## config.mk

```make
export PLATFORM = sky130hd
export DESIGN_NAME = gregorian_date_register_flat
export DESIGN_NICKNAME = d
export VERILOG_FILES = /design/src/rtl/core/gdr_pkg.sv /design/src/rtl/core/gdr_if.sv /design/src/rtl/core/gregorian_date_register.sv /design/src/rtl/core/gdr_decode.sv /design/src/rtl/core/gdr_update.sv /design/src/flat_wrapper.sv
export SDC_FILE = /design/constraint.sdc
export NUM_CORES = 1
export LEC_CHECK = 0
export ABC_AREA = 1
export BUFFER_PORTS_ARGS = -buffer_cell sky130_fd_sc_hd__buf_2
export CAP_MARGIN = 10
export CORE_AREA = 4 4 228 230
export CTS_BUF_LIST = sky130_fd_sc_hd__clkbuf_8
export DETAILED_ROUTE_END_ITERATION = 16
export DIE_AREA = 0 0 232 234
export PLACE_DENSITY = 0.69
export SYNTH_ARGS = -nofsm -noshare
export SYNTH_HDL_FRONTEND = slang
export SYNTH_SLANG_ARGS = --single-unit
```

## constraint.sdc

```tcl
create_clock -name clk_i -period 13.96 [get_ports clk_i]
set_input_delay 0.698 -clock clk_i [delete_from_list [all_inputs] [get_ports clk_i]]
set_output_delay 0.698 -clock clk_i [all_outputs]
set_load 0.02 [all_outputs]
```

## src/rtl/core/gdr_pkg.sv

```systemverilog
// gdr_pkg: shared types, constants and calendar helpers for the date register
`default_nettype none

package gdr_pkg;

  // operation codes carried by each input item
  typedef enum logic [1:0] {
    OP_NEXT_DAY   = 2'd0,
    OP_ADD_MONTHS = 2'd1,
    OP_COMPARE    = 2'd2,
    OP_LOAD       = 2'd3
  } gdr_op_e;

  // field widths
  localparam int unsigned DayW   = 5;
  localparam int unsigned MonthW = 4;
  localparam int unsigned YearW  = 14;
  localparam int unsigned DeltaW = 12;
  // year with headroom for a carry or a month offset
  localparam int unsigned YearXW = YearW + 1;
  // signed quotient of the month delta by twelve
  localparam int unsigned DqW    = 10;

  // reset date
  localparam logic [DayW-1:0]   ResetDay   = 5'd1;
  localparam logic [MonthW-1:0] ResetMonth = 4'd1;
  localparam logic [YearW-1:0]  ResetYear  = 14'd2000;
  localparam logic              ResetLeap  = 1'b1;

  // month numbers
  localparam logic [MonthW-1:0] MonthJan = 4'd1;
  localparam logic [MonthW-1:0] MonthFeb = 4'd2;
  localparam logic [MonthW-1:0] MonthApr = 4'd4;
  localparam logic [MonthW-1:0] MonthJun = 4'd6;
  localparam logic [MonthW-1:0] MonthSep = 4'd9;
  localparam logic [MonthW-1:0] MonthNov = 4'd11;
  localparam logic [MonthW-1:0] MonthDec = 4'd12;
  localparam int unsigned       MonthsPerYear = 12;

  // month delta split: offset keeps the dividend positive, reciprocal of 12
  localparam int unsigned DeltaOffsetYears = 171;
  localparam logic [12:0] DeltaOffset = 13'(DeltaOffsetYears * MonthsPerYear);
  localparam logic [12:0] Recip12     = 13'd5462;  // ceil(2^16 / 12)
  localparam int unsigned Recip12Shift = 16;

  // century test: reciprocal of 100
  localparam logic [15:0] Recip100 = 16'd41944;    // ceil(2^22 / 100)
  localparam int unsigned Recip100Shift = 22;

  // decoded item held in the input register
  typedef struct packed {
    gdr_op_e                  op;
    logic signed [DqW-1:0]    dq;
    logic [3:0]               dr;
    logic [DayW-1:0]          ld_day;
    logic [MonthW-1:0]        ld_month;
    logic                     ld_leap;
    logic                     ld_err;
    logic [DayW-1:0]          cmp_day;
    logic [MonthW-1:0]        cmp_month;
    logic [YearW-1:0]         cmp_year;
  } gdr_item_t;

  // leap rule: divisible by 4, centuries only when divisible by 400
  function automatic logic gdr_is_leap(input logic [YearXW-1:0] y);
    logic [29:0] prod;
    logic [7:0]  cent;
    logic [15:0] back;
    logic        is_cent;
    prod    = 30'(y) * 30'(Recip100);
    cent    = prod[Recip100Shift +: 8];
    back    = 16'(cent) * 16'd100;
    is_cent = (back == 16'(y));
    return is_cent ? (cent[1:0] == 2'b00) : (y[1:0] == 2'b00);
  endfunction

  // days in a month, month assumed 1..12
  function automatic logic [DayW-1:0] gdr_month_len(input logic [MonthW-1:0] m,
                                                    input logic leap);
    logic [DayW-1:0] len;
    if (m == MonthFeb) begin
      len = leap ? 5'd29 : 5'd28;
    end else if (m == MonthApr || m == MonthJun || m == MonthSep || m == MonthNov) begin
      len = 5'd30;
    end else begin
      len = 5'd31;
    end
    return len;
  endfunction

endpackage

`default_nettype wire

```

## src/rtl/core/gdr_if.sv

```systemverilog
// gdr_in_if and gdr_out_if: valid/ready channels of the date register
`default_nettype none

interface gdr_in_if;
  logic                                valid;
  logic                                ready;
  logic [1:0]                          opcode;
  logic signed [gdr_pkg::DeltaW-1:0]   month_delta;
  logic [gdr_pkg::DayW-1:0]            other_day;
  logic [gdr_pkg::MonthW-1:0]          other_month;
  logic [gdr_pkg::YearW-1:0]           other_year;

  modport source (output valid, opcode, month_delta, other_day, other_month, other_year,
                  input ready);
  modport sink   (input valid, opcode, month_delta, other_day, other_month, other_year,
                  output ready);
endinterface

interface gdr_out_if;
  logic                        valid;
  logic                        ready;
  logic [gdr_pkg::DayW-1:0]    cur_day;
  logic [gdr_pkg::MonthW-1:0]  cur_month;
  logic [gdr_pkg::YearW-1:0]   cur_year;
  logic                        later_or_same;
  logic                        range_error;

  modport source (output valid, cur_day, cur_month, cur_year, later_or_same, range_error,
                  input ready);
  modport sink   (input valid, cur_day, cur_month, cur_year, later_or_same, range_error,
                  output ready);
endinterface

`default_nettype wire

```

## src/rtl/core/gregorian_date_register.sv

```systemverilog
// gregorian_date_register: top level of the calendar date register
//
// Holds one Gregorian date. Each item on in_i carries an opcode (next day,
// add months, compare only, load date), a signed month count and a compare
// date. Each accepted item gives exactly one item on out_o: the stored date
// after the operation, whether it is later than or equal to the compare
// date, and a range error flag when the year would leave 0..MAX_YEAR (the
// date is then kept).
// An accepted item sits in the input register; the operation is then done
// on it and its result is loaded into the result register, from which out_o
// delivers it. One item per cycle is sustained while out_o is not stalled:
// the whole operation is a single pass of logic from the input register
// through the state to the result register, with a constant multiply in
// each century test.
// Reset (rst_ni low) sets the date to 1 January 2000 and empties both
// registers. When out_o is stalled the result holds, the input register
// still takes one more item, and in_i.ready then drops until out_o moves.
`default_nettype none

module gregorian_date_register #(
  parameter int unsigned MAX_YEAR = 9999
) (
  input  wire logic clk_i,
  input  wire logic rst_ni,
  gdr_in_if.sink    in_i,
  gdr_out_if.source out_o
);
  import gdr_pkg::*;

  gdr_item_t item;
  logic      item_valid;
  logic      item_ready;

  // input register and delta split
  gdr_decode #(
    .MAX_YEAR (MAX_YEAR)
  ) u_decode (
    .clk_i        (clk_i),
    .rst_ni       (rst_ni),
    .in_i         (in_i),
    .item_o       (item),
    .item_valid_o (item_valid),
    .item_ready_i (item_ready)
  );

  // date state and result register
  gdr_update #(
    .MAX_YEAR (MAX_YEAR)
  ) u_update (
    .clk_i        (clk_i),
    .rst_ni       (rst_ni),
    .item_i       (item),
    .item_valid_i (item_valid),
    .item_ready_o (item_ready),
    .out_o        (out_o)
  );

endmodule

`default_nettype wire

```

## src/rtl/core/gdr_decode.sv

```systemverilog
// gdr_decode: input register, pre-splits the month delta and prepares a load
`default_nettype none

module gdr_decode #(
  parameter int unsigned MAX_YEAR = 9999
) (
  input  wire logic          clk_i,
  input  wire logic          rst_ni,
  gdr_in_if.sink             in_i,
  output gdr_pkg::gdr_item_t item_o,
  output logic               item_valid_o,
  input  wire logic          item_ready_i
);
  import gdr_pkg::*;

  logic                 valid_q;
  gdr_item_t            item_q, item_d;
  logic [12:0]          dlt_off;
  logic [25:0]          dlt_prod;
  logic [9:0]           dlt_quot;
  logic [12:0]          dlt_rem;
  logic [MonthW-1:0]    ld_month;
  logic                 ld_leap;
  logic [DayW-1:0]      ld_len;
  logic [DayW-1:0]      ld_day;

  // input register frees up when empty or when its item moves on
  assign in_i.ready = !valid_q || item_ready_i;

  // floor split of the month delta by twelve
  always_comb begin
    dlt_off  = {in_i.month_delta[DeltaW-1], in_i.month_delta} + DeltaOffset;
    dlt_prod = 26'(dlt_off) * 26'(Recip12);
    dlt_quot = dlt_prod[Recip12Shift +: 10];
    dlt_rem  = dlt_off - 13'(dlt_quot) * 13'(MonthsPerYear);
  end

  // corrected date for a load
  always_comb begin
    if (in_i.other_month == '0) begin
      ld_month = MonthJan;
    end else if (in_i.other_month > MonthDec) begin
      ld_month = MonthDec;
    end else begin
      ld_month = in_i.other_month;
    end
    ld_leap = gdr_is_leap({1'b0, in_i.other_year});
    ld_len  = gdr_month_len(ld_month, ld_leap);
    if (in_i.other_day == '0) begin
      ld_day = ResetDay;
    end else if (in_i.other_day > ld_len) begin
      ld_day = ld_len;
    end else begin
      ld_day = in_i.other_day;
    end
  end

  // pack the decoded item
  always_comb begin
    item_d.op        = gdr_op_e'(in_i.opcode);
    item_d.dq        = $signed(dlt_quot) - $signed(DqW'(DeltaOffsetYears));
    item_d.dr        = dlt_rem[3:0];
    item_d.ld_day    = ld_day;
    item_d.ld_month  = ld_month;
    item_d.ld_leap   = ld_leap;
    item_d.ld_err    = (in_i.other_year > YearW'(MAX_YEAR));
    item_d.cmp_day   = in_i.other_day;
    item_d.cmp_month = in_i.other_month;
    item_d.cmp_year  = in_i.other_year;
  end

  // valid flag
  always_ff @(posedge clk_i or negedge rst_ni) begin
    if (!rst_ni) begin
      valid_q <= 1'b0;
    end else if (in_i.ready) begin
      valid_q <= in_i.valid;
    end
  end

  // payload register
  always_ff @(posedge clk_i) begin
    if (in_i.valid && in_i.ready) begin
      item_q <= item_d;
    end
  end

  assign item_o       = item_q;
  assign item_valid_o = valid_q;

endmodule

`default_nettype wire

```

## src/rtl/core/gdr_update.sv

```systemverilog
// gdr_update: date state, combinational operation and result register
`default_nettype none

module gdr_update #(
  parameter int unsigned MAX_YEAR = 9999
) (
  input  wire logic          clk_i,
  input  wire logic          rst_ni,
  input  gdr_pkg::gdr_item_t item_i,
  input  wire logic          item_valid_i,
  output logic               item_ready_o,
  gdr_out_if.source          out_o
);
  import gdr_pkg::*;

  // stored date and leap flag of the stored year
  logic [DayW-1:0]          day_q, day_d;
  logic [MonthW-1:0]        month_q, month_d;
  logic [YearW-1:0]         year_q, year_d;
  logic                     leap_q, leap_d;
  logic                     err_d;
  logic                     later_d;

  // result register
  logic                     out_valid_q;
  logic [DayW-1:0]          res_day_q;
  logic [MonthW-1:0]        res_month_q;
  logic [YearW-1:0]         res_year_q;
  logic                     res_later_q;
  logic                     res_err_q;

  // next day
  logic [DayW-1:0]          nd_len;
  logic [DayW:0]            nd_inc;
  logic                     nd_roll;
  logic [DayW-1:0]          nd_day;
  logic [MonthW-1:0]        nd_month;
  logic [YearXW-1:0]        nd_year;
  logic                     nd_err;

  // add months
  logic [4:0]               am_sum;
  logic                     am_carry;
  logic [4:0]               am_mon0;
  logic signed [YearXW:0]   am_year;
  logic [MonthW-1:0]        am_month;
  logic                     am_err;
  logic                     am_leap;
  logic [DayW-1:0]          am_len;
  logic [DayW-1:0]          am_day;

  logic                     fire;

  assign item_ready_o = !out_valid_q || out_o.ready;
  assign fire         = item_valid_i && item_ready_o;

  // advance one day
  always_comb begin
    nd_len  = gdr_month_len(month_q, leap_q);
    nd_inc  = {1'b0, day_q} + 6'd1;
    nd_roll = (nd_inc > {1'b0, nd_len});
    nd_day  = nd_roll ? ResetDay : nd_inc[DayW-1:0];
    nd_month = month_q;
    nd_year  = {1'b0, year_q};
    if (nd_roll) begin
      if (month_q == MonthDec) begin
        nd_month = MonthJan;
        nd_year  = {1'b0, year_q} + YearXW'(1);
      end else begin
        nd_month = month_q + 4'd1;
      end
    end
    nd_err = (nd_year > YearXW'(MAX_YEAR));
  end

  // add a signed number of months
  always_comb begin
    am_sum   = 5'(month_q - MonthJan) + 5'(item_i.dr);
    am_carry = (am_sum >= 5'(MonthsPerYear));
    am_mon0  = am_carry ? am_sum - 5'(MonthsPerYear) : am_sum;
    am_month = am_mon0[MonthW-1:0] + MonthJan;
    am_year  = $signed({2'b00, year_q}) + (YearXW+1)'(item_i.dq)
               + $signed({(YearXW)'(0), am_carry});
    am_err   = am_year[YearXW] || (am_year > $signed((YearXW+1)'(MAX_YEAR)));
    am_leap  = gdr_is_leap(am_year[YearXW-1:0]);
    am_len   = gdr_month_len(am_month, am_leap);
    am_day   = (day_q > am_len) ? am_len : day_q;
  end

  // select the operation
  always_comb begin
    day_d   = day_q;
    month_d = month_q;
    year_d  = year_q;
    leap_d  = leap_q;
    err_d   = 1'b0;
    unique case (item_i.op)
      OP_NEXT_DAY: begin
        err_d = nd_err;
        if (!nd_err) begin
          day_d   = nd_day;
          month_d = nd_month;
          year_d  = nd_year[YearW-1:0];
          leap_d  = gdr_is_leap(nd_year);
        end
      end
      OP_ADD_MONTHS: begin
        err_d = am_err;
        if (!am_err) begin
          day_d   = am_day;
          month_d = am_month;
          year_d  = am_year[YearW-1:0];
          leap_d  = am_leap;
        end
      end
      OP_COMPARE: begin
        err_d = 1'b0;
      end
      OP_LOAD: begin
        err_d = item_i.ld_err;
        if (!item_i.ld_err) begin
          day_d   = item_i.ld_day;
          month_d = item_i.ld_month;
          year_d  = item_i.cmp_year;
          leap_d  = item_i.ld_leap;
        end
      end
      default: begin
        err_d = 1'b0;
      end
    endcase
  end

  // compare the new date with the compare date
  always_comb begin
    if (year_d != item_i.cmp_year) begin
      later_d = (year_d > item_i.cmp_year);
    end else if (month_d != item_i.cmp_month) begin
      later_d = (month_d > item_i.cmp_month);
    end else begin
      later_d = (day_d >= item_i.cmp_day);
    end
  end

  // control and date state
  always_ff @(posedge clk_i or negedge rst_ni) begin
    if (!rst_ni) begin
      out_valid_q <= 1'b0;
      day_q       <= ResetDay;
      month_q     <= ResetMonth;
      year_q      <= ResetYear;
      leap_q      <= ResetLeap;
    end else if (fire) begin
      out_valid_q <= 1'b1;
      day_q       <= day_d;
      month_q     <= month_d;
      year_q      <= year_d;
      leap_q      <= leap_d;
    end else if (out_o.ready) begin
      out_valid_q <= 1'b0;
    end
  end

  // result payload
  always_ff @(posedge clk_i) begin
    if (fire) begin
      res_day_q   <= day_d;
      res_month_q <= month_d;
      res_year_q  <= year_d;
      res_later_q <= later_d;
      res_err_q   <= err_d;
    end
  end

  assign out_o.valid         = out_valid_q;
  assign out_o.cur_day       = res_day_q;
  assign out_o.cur_month     = res_month_q;
  assign out_o.cur_year      = res_year_q;
  assign out_o.later_or_same = res_later_q;
  assign out_o.range_error   = res_err_q;

endmodule

`default_nettype wire

```

## src/flat_wrapper.sv

```systemverilog
// flat-port wrapper written by rule: the top's interface ports become plain ports
module gregorian_date_register_flat import gdr_pkg::*;
#(
  parameter int unsigned MAX_YEAR = 9999
)
  (clk_i, rst_ni, in_i_valid, in_i_opcode, in_i_month_delta, in_i_other_day, in_i_other_month, in_i_other_year, in_i_ready, out_o_valid, out_o_cur_day, out_o_cur_month, out_o_cur_year, out_o_later_or_same, out_o_range_error, out_o_ready);
  gdr_in_if in_i_i ();
  gdr_out_if out_o_i ();
  input  wire logic clk_i;
  input  wire logic rst_ni;
  input wire logic [$bits(in_i_i.valid)-1:0] in_i_valid;
  input wire logic [$bits(in_i_i.opcode)-1:0] in_i_opcode;
  input wire logic [$bits(in_i_i.month_delta)-1:0] in_i_month_delta;
  input wire logic [$bits(in_i_i.other_day)-1:0] in_i_other_day;
  input wire logic [$bits(in_i_i.other_month)-1:0] in_i_other_month;
  input wire logic [$bits(in_i_i.other_year)-1:0] in_i_other_year;
  output wire logic [$bits(in_i_i.ready)-1:0] in_i_ready;
  output wire logic [$bits(out_o_i.valid)-1:0] out_o_valid;
  output wire logic [$bits(out_o_i.cur_day)-1:0] out_o_cur_day;
  output wire logic [$bits(out_o_i.cur_month)-1:0] out_o_cur_month;
  output wire logic [$bits(out_o_i.cur_year)-1:0] out_o_cur_year;
  output wire logic [$bits(out_o_i.later_or_same)-1:0] out_o_later_or_same;
  output wire logic [$bits(out_o_i.range_error)-1:0] out_o_range_error;
  input wire logic [$bits(out_o_i.ready)-1:0] out_o_ready;
  assign in_i_i.valid = in_i_valid;
  assign in_i_i.opcode = in_i_opcode;
  assign in_i_i.month_delta = in_i_month_delta;
  assign in_i_i.other_day = in_i_other_day;
  assign in_i_i.other_month = in_i_other_month;
  assign in_i_i.other_year = in_i_other_year;
  assign in_i_ready = in_i_i.ready;
  assign out_o_valid = out_o_i.valid;
  assign out_o_cur_day = out_o_i.cur_day;
  assign out_o_cur_month = out_o_i.cur_month;
  assign out_o_cur_year = out_o_i.cur_year;
  assign out_o_later_or_same = out_o_i.later_or_same;
  assign out_o_range_error = out_o_i.range_error;
  assign out_o_i.ready = out_o_ready;
  gregorian_date_register #(.MAX_YEAR(MAX_YEAR)) u_core (.clk_i(clk_i), .rst_ni(rst_ni), .in_i(in_i_i), .out_o(out_o_i));
endmodule
```

==> impl_results.md, run 1 <==
- Fin. Hold Viols: 0
- Min cycle time layout: 13.21 ns
- Top cells by area, synth: ha_1 (28%), fa_1 (20%), inv_1 (11%)
- Share of cells above drive strength 1: 7.17%
- Die Ht: 234 um
- Clk sinks: 101
- Max_cap viols: 0
- First-pass GRT wire length: 102000 um
- Seq/Total Area, Yosys: 11.8%
- GRT Residual Overflow: 0
- CTS tree: done
- Status: finished, final reports clean
- CP required: 14.11 ns
- Syn-to-layout area delta: 6.32%
- Largest net degree at the start of global routing: 51
- Initial Util: 49.4%
- Cell taking the most area after synthesis: ha_1
- CTS Root Buffer Type: clkbuf_8
- Achievable clock frequency: 0.0757 GHz
- Worst rel slew slack: 27.6%
- Die W: 232 um
- Post-Layout Inst Area: 0.0262 mm2
- Post-synthesis instance total: 2969
- Top cell type's share of synthesized area: 28.4%
- CP max stage delay: 0.57 ns
- Syn avg cell area: 8.30 um2
- Final number of setup-violating endpoints: 0
- N_diodes: 0
- Fin Hold WS: 0.328 ns
- CTS H-tree depth: 3
- Top fanout value on the critical path: 9
- PnR worst setup slack: 0.749 ns
- Routed WL per cell: 16.7 um
- Crit path max-delay family: adder cells
- Routability cong.: 0.946
- Remaining antenna violation count: 0
- Tightest Pin Transition: 1.08 ns
- R2R Setup Slk: 0.75 ns
- Total core area: 0.0499 mm2
- Met2 Resource Use GR: 41.6%
- Most used flip-flop cell after synthesis: edfxtp_1
- Clock transition at path regs: 0.11 ns
- YS warnings: 0
- Length of the first detailed-routing pass in iterations: 5
- DR DRC count: 0
- R2R cell count: 81
- Placed Area: 0.0258 mm2
- Syn nets: 3822
- Async S/R FF share, synth: 25.7%
- Antenna violations before repair: 0
- Tcrit/Tclk final: 94.6%
- Most frequent cell after synthesis: inv_1
- Worst Hold Class: in -> async
- Crit Reg-Reg Startpoint: u_core.u_update.month_q[0]
- Post-Syn Area: 0.0246 mm2
- CP Launch Type: flop
- Top cells by count, synth: inv_1 (691), ha_1 (560), nand2_1 (484), fa_1 (252), a21oi_1 (139)
- I/O pins: 68
- Num CTS Buffers: 9
- Most Used Layer, Global Route: met2
- Critical Path Most Common Cell: inv_1
- DP Wirelength: 53100 um
- #FFs+latches synth: 101
- Post-DR vias/cell: 5.32
- Yosys cell types: 61
- Number of synthesized flops with an enable pin: 75
- Slowest cell on crit path: dfstp_2
- Critical path buffers and inverters: 14
- Vias in the first global route: 20500
- Via Count: 19800
- Clock Skew: 0.0178 ns
- WS Path Type: reg -> reg
- IO Port Bufs: 67
- Die footprint: 0.0543 mm2
- GR Util met1: 30.2%
- CP endpoint kind: flop
- Worst-Skew Late Latency: 0.40 ns
- WP data arrival: 13.36 ns
- R2r endpoint: u_core.u_update.out_o.later_or_same
- Longest Clk Path Bufs: 2
- Nets: 3888
- Setup TNS: 0 ns
- Final WL: 62100 um
- All-Layer GR Usage: 23.1%
- Initial DRC count: 1156
- Global Route met3 Usage: 2.31%
- Dpl ws: 0.0724 ns
- Slew Limit Fails: 0
- Core Rows: 82
cell type report:
cell class | instances | area, um2
well taps | 672 | 841
fillers | 4711 | 23700
inverters | 703 | 2640
clock inverters | 7 | 87.6
repair buffers | 90 | 508
flip-flops and latches | 101 | 2910
multi-input cells | 2130 | 19100
clock buffers | 9 | 124
logic make-up after synthesis:
group	after synthesis	synth area share, %
AO/OA/AOI/OAI	366	8.99
XOR/XNOR	106	3.94
flip-flops	101	11.8
AND/OR/NAND/NOR	845	14.8
multiplexers	1	0.0558
buffers and inverters	738	11.5
adder cells (fa/ha/maj)	812	48.9
cells in the final DEF, fill, tap and decap left out, types with 7 or more instances in the layout:
cell type	n
dfrtp_1	17
nand3b_1	10
inv_1	688
nor2_1	118
inv_2	12
xor2_1	75
ha_1	558
xnor2_1	22
nand3_1	129
a21oi_2	9
o21ai_0	101
o211ai_1	18
buf_2	67
nand2_1	479
o211ai_2	16
dfstp_2	9
nand4_1	31
nor3_1	22
o21ai_1	14
a21o_1	7
edfxtp_1	75
nand3_2	9
clkbuf_8	9
nand2_2	15
o21bai_1	18
buf_4	23
fa_1	250
a21oi_1	134
registers in the layout (all words and copies together) (netlist names):
signal                               cells
u_core.u_update.out_o.valid              1
u_core.u_update.out_o.cur_year          14
u_core.u_decode.item_o                  50
u_core.u_update.leap_q                   1
u_core.u_update.out_o.range_error        1
u_core.u_update.year_q                  14
u_core.u_update.out_o.later_or_same      1
u_core.u_update.out_o.cur_month          4
u_core.u_update.day_q                    5
u_core.u_update.out_o.cur_day            5
u_core.u_decode.item_valid_o             1
u_core.u_update.month_q                  4
per-stage QoR:
| step | std cells | utilization, % |
|---|---|---|
| final | 3712 | 52.6 |
| after global routing | 3712 | 52.6 |
| after CTS | 3706 | 52.1 |
| after detailed placement | 3690 | 51.7 |
| after global placement | 3690 | 51.7 |
| after floorplan | 2969 | - |
repair_timing:
item / in CTS / in global routing
buffers inserted: 0 / 6
hold buffers: 0 / 0
endpoints found under the hold margin: 0 / 0
setup endpoints to repair: 0 / 1
gates resized for setup: 0 / 42
layer usage:
metal	vias up	part of all wire [%]
li1	9662	-
met1	9575	45
met2	439	49
met3	84	4.0
met4	0	2.1
met5	-	0
how the worst max path moves through the flow:
stage / cells after the start / startpoint / slack, ns / end
detailed placement: 81 / u_core.u_update.month_q[0] / 0.07 / u_core.u_update.out_o.later_or_same
global route: 79 / u_core.u_update.month_q[0] / -0.03 / u_core.u_update.out_o.later_or_same
finish: 81 / u_core.u_update.month_q[0] / 0.75 / u_core.u_update.out_o.later_or_same
global placement: 81 / u_core.u_update.month_q[0] / 0.53 / u_core.u_update.out_o.later_or_same
floorplan: 75 / u_core.u_update.month_q[0] / 1.63 / u_core.u_update.out_o.later_or_same
CTS: 81 / u_core.u_update.month_q[0] / 0.05 / u_core.u_update.out_o.later_or_same
Power of run 1 is not shown: default switching activity piles up to over one toggle a cycle in this logic, so the estimate is an artifact.
==> run 2: changes to the inputs <==
CTS_BUF_LIST = sky130_fd_sc_hd__clkbuf_2   (was sky130_fd_sc_hd__clkbuf_8)
clock period = 16.3 ns   (was 13.96 ns; I/O delays follow)
==> impl_results.md, run 2 (synthesized netlist as in run 1, its figures left out) <==
- Status: finished, final reports clean (unchanged)
- CTS H-tree depth: 3 (unchanged)
- End point of the critical path: u_core.u_update.out_o.later_or_same (unchanged)
- Slowest cell on crit path: dfstp_2 (unchanged)
- Commonest non-fill, non-tap cell in the layout: inv_1 (unchanged)
- Final number of setup-violating endpoints: 0 (unchanged)
- Die W: 232 um (unchanged)
- Achievable clock frequency: 0.0721 GHz (was 0.0757 GHz)
- Via Count: 19600 (was 19800)
- Slew Limit Fails: 0 (unchanged)
- Tightest Pin Transition: 1.08 ns (about the same)
- I/O pins: 68 (unchanged)
- RSZ-0062 raised after global routing: no
- Vias in the first global route: 20100 (was 20500)
- CP endpoint kind: flop (unchanged)
- Min cycle time layout: 13.88 ns (was 13.21 ns)
- Total core area: 0.0499 mm2 (unchanged)
- CP max stage delay: 0.65 ns (was 0.57 ns)
- R2R Setup Slk: 2.42 ns (was 0.75 ns)
- Critical path buffers and inverters: 16 (was 14)
- Num CTS Buffers: 9 (unchanged)
- Routability cong.: 0.962 (was 0.946)
- Final WL: 60500 um (was 62100 um)
- R2r endpoint: u_core.u_update.out_o.later_or_same (unchanged)
- Die Ht: 234 um (unchanged)
- Crit Reg-Reg Startpoint: u_core.u_update.month_q[0] (unchanged)
- Worst-Skew Late Latency: 0.63 ns (was 0.40 ns)
- Clock Skew: 0.0373 ns (was 0.0178 ns)
- Core Rows: 82 (unchanged)
- Fin. Hold Viols: 0 (unchanged)
- Postcts setup bufs: 0 (unchanged)
- Crit path max-delay family: adder cells (unchanged)
- WP data arrival: 14.31 ns (was 13.36 ns)
- Routed WL per cell: 16.4 um (was 16.7 um)
- Syn-to-layout area delta: 4.72% (was 6.32%)
- Stages on worst setup path: 82 (was 81)
- GRT Residual Overflow: 0 (unchanged)
- Antenna violations before repair: 1 (was 0)
- Longest Clk Path Bufs: 2 (unchanged)
- Clk sinks: 101 (unchanged)
- CTS Root Buffer Type: clkbuf_2 (was clkbuf_8)
- Clock transition at path regs: 0.30 ns (was 0.11 ns)
- Max_cap viols: 0 (unchanged)
- CTS tree: done (unchanged)
- Tcrit/Tclk final: 85.1% (was 94.6%)
- Max FFs per register: 50 (unchanged)
- DR DRC count: 0 (unchanged)
- Worst setup path start: u_core.u_update.month_q[0] (unchanged)
- Nets: 3875 (was 3888)
- Top fanout value on the critical path: 7 (was 9)
- Die footprint: 0.0543 mm2 (unchanged)
- R2R cell count: 82 (was 81)
- IO Port Bufs: 67 (unchanged)
- Quantity of gates resized following cts: 0 (unchanged)
- Most frequent cells in the layout: inv_1 (690), ha_1 (560), nand2_1 (484), fa_1 (252), a21oi_1 (139) (was inv_1 (688), ha_1 (558), nand2_1 (479), fa_1 (250), a21oi_1 (134))
- Initial DRC count: 1067 (was 1156)
- CP required: 16.74 ns (was 14.11 ns)
- Largest net degree at the start of global routing: 51 (unchanged)
- Hold buffer count at CTS: 0 (unchanged)
- Setup TNS: 0 ns (unchanged)
- First-pass GRT wire length: 100000 um (was 102000 um)
- Initial Util: 49.4% (unchanged)
- CP Launch Type: flop (unchanged)
- Critical Path Most Common Cell: nand2_1 (was inv_1)
- DP Wirelength: 52300 um (was 53100 um)
- Post-DR vias/cell: 5.30 (was 5.32)
- WS Path Type: reg -> reg (unchanged)
- Length of the first detailed-routing pass in iterations: 5 (unchanged)
- Worst Hold Class: in -> async (unchanged)
- Worst rel slew slack: 28.1% (was 27.6%)
- All-Layer GR Usage: 22.6% (was 23.1%)
- Remaining antenna violation count: 0 (unchanged)
- Share of cells above drive strength 1: 5.62% (was 7.17%)
## run 2: cell types whose count changed in the layout (fill, tap and decap cells not counted), moves of 5 or more
| cell | delta |
|---|---|
| buf_4 | -13 |
| clkbuf_2 | +11 |
| nand2_2 | -5 |
| clkbuf_8 | -9 |
| a21oi_1 | +5 |
| xor2_1 | +5 |
| nand2_1 | +5 |
## run 2: final cells by class
class,instances,area [um2]
Sequential cell,101,2910
Antenna cell,1,2.50
Clock buffer,11,55.1
Fill cell,4716,24100
Clock inverter,5,43.8
Tap cell,672,841
Inverter,703,2640
Multi-Input combinational cell,2130,18900
Timing Repair Buffer,77,410
## run 2: worst min path at each step
stage                                   end  cells after the start
6_report       u_core.u_decode.item_valid_o                      1
5_1_grt        u_core.u_decode.item_valid_o                      1
4_1_cts        u_core.u_decode.item_valid_o                      1
3_5_place_dp         u_core.u_update.leap_q                      2
3_3_place_gp         u_core.u_update.leap_q                      2
2_1_floorplan        u_core.u_update.leap_q                      2
## run 2: routing by layer
layer | global-route usage, % | wire (um) | part of all wire, %
met1 | 29.7 | 26500 | 44
met4 | 6.30 | 1680 | 2.8
met2 | 40.2 | 29500 | 49
met5 | 0 | 0 | 0
met3 | 1.92 | 2820 | 4.7
## run 2: stage by stage
stage / instances / hold WS [ns] / cell area (um2) / util [%] / setup slack, ns
CTS: 3699 / 0.105 / 25800 / 51.8 / 2.42
floorplan: 2969 / 0.485 / 24600 / - / 3.97
detailed placement: 3683 / 0.504 / 25700 / 51.6 / 2.48
global route: 3700 / 0.127 / 25800 / 51.8 / 1.06
global placement: 3683 / 0.499 / 25700 / 51.6 / 2.93
finish: 3700 / 0.150 / 25800 / 51.8 / 2.42
Power of run 2 is left out for the same reason.
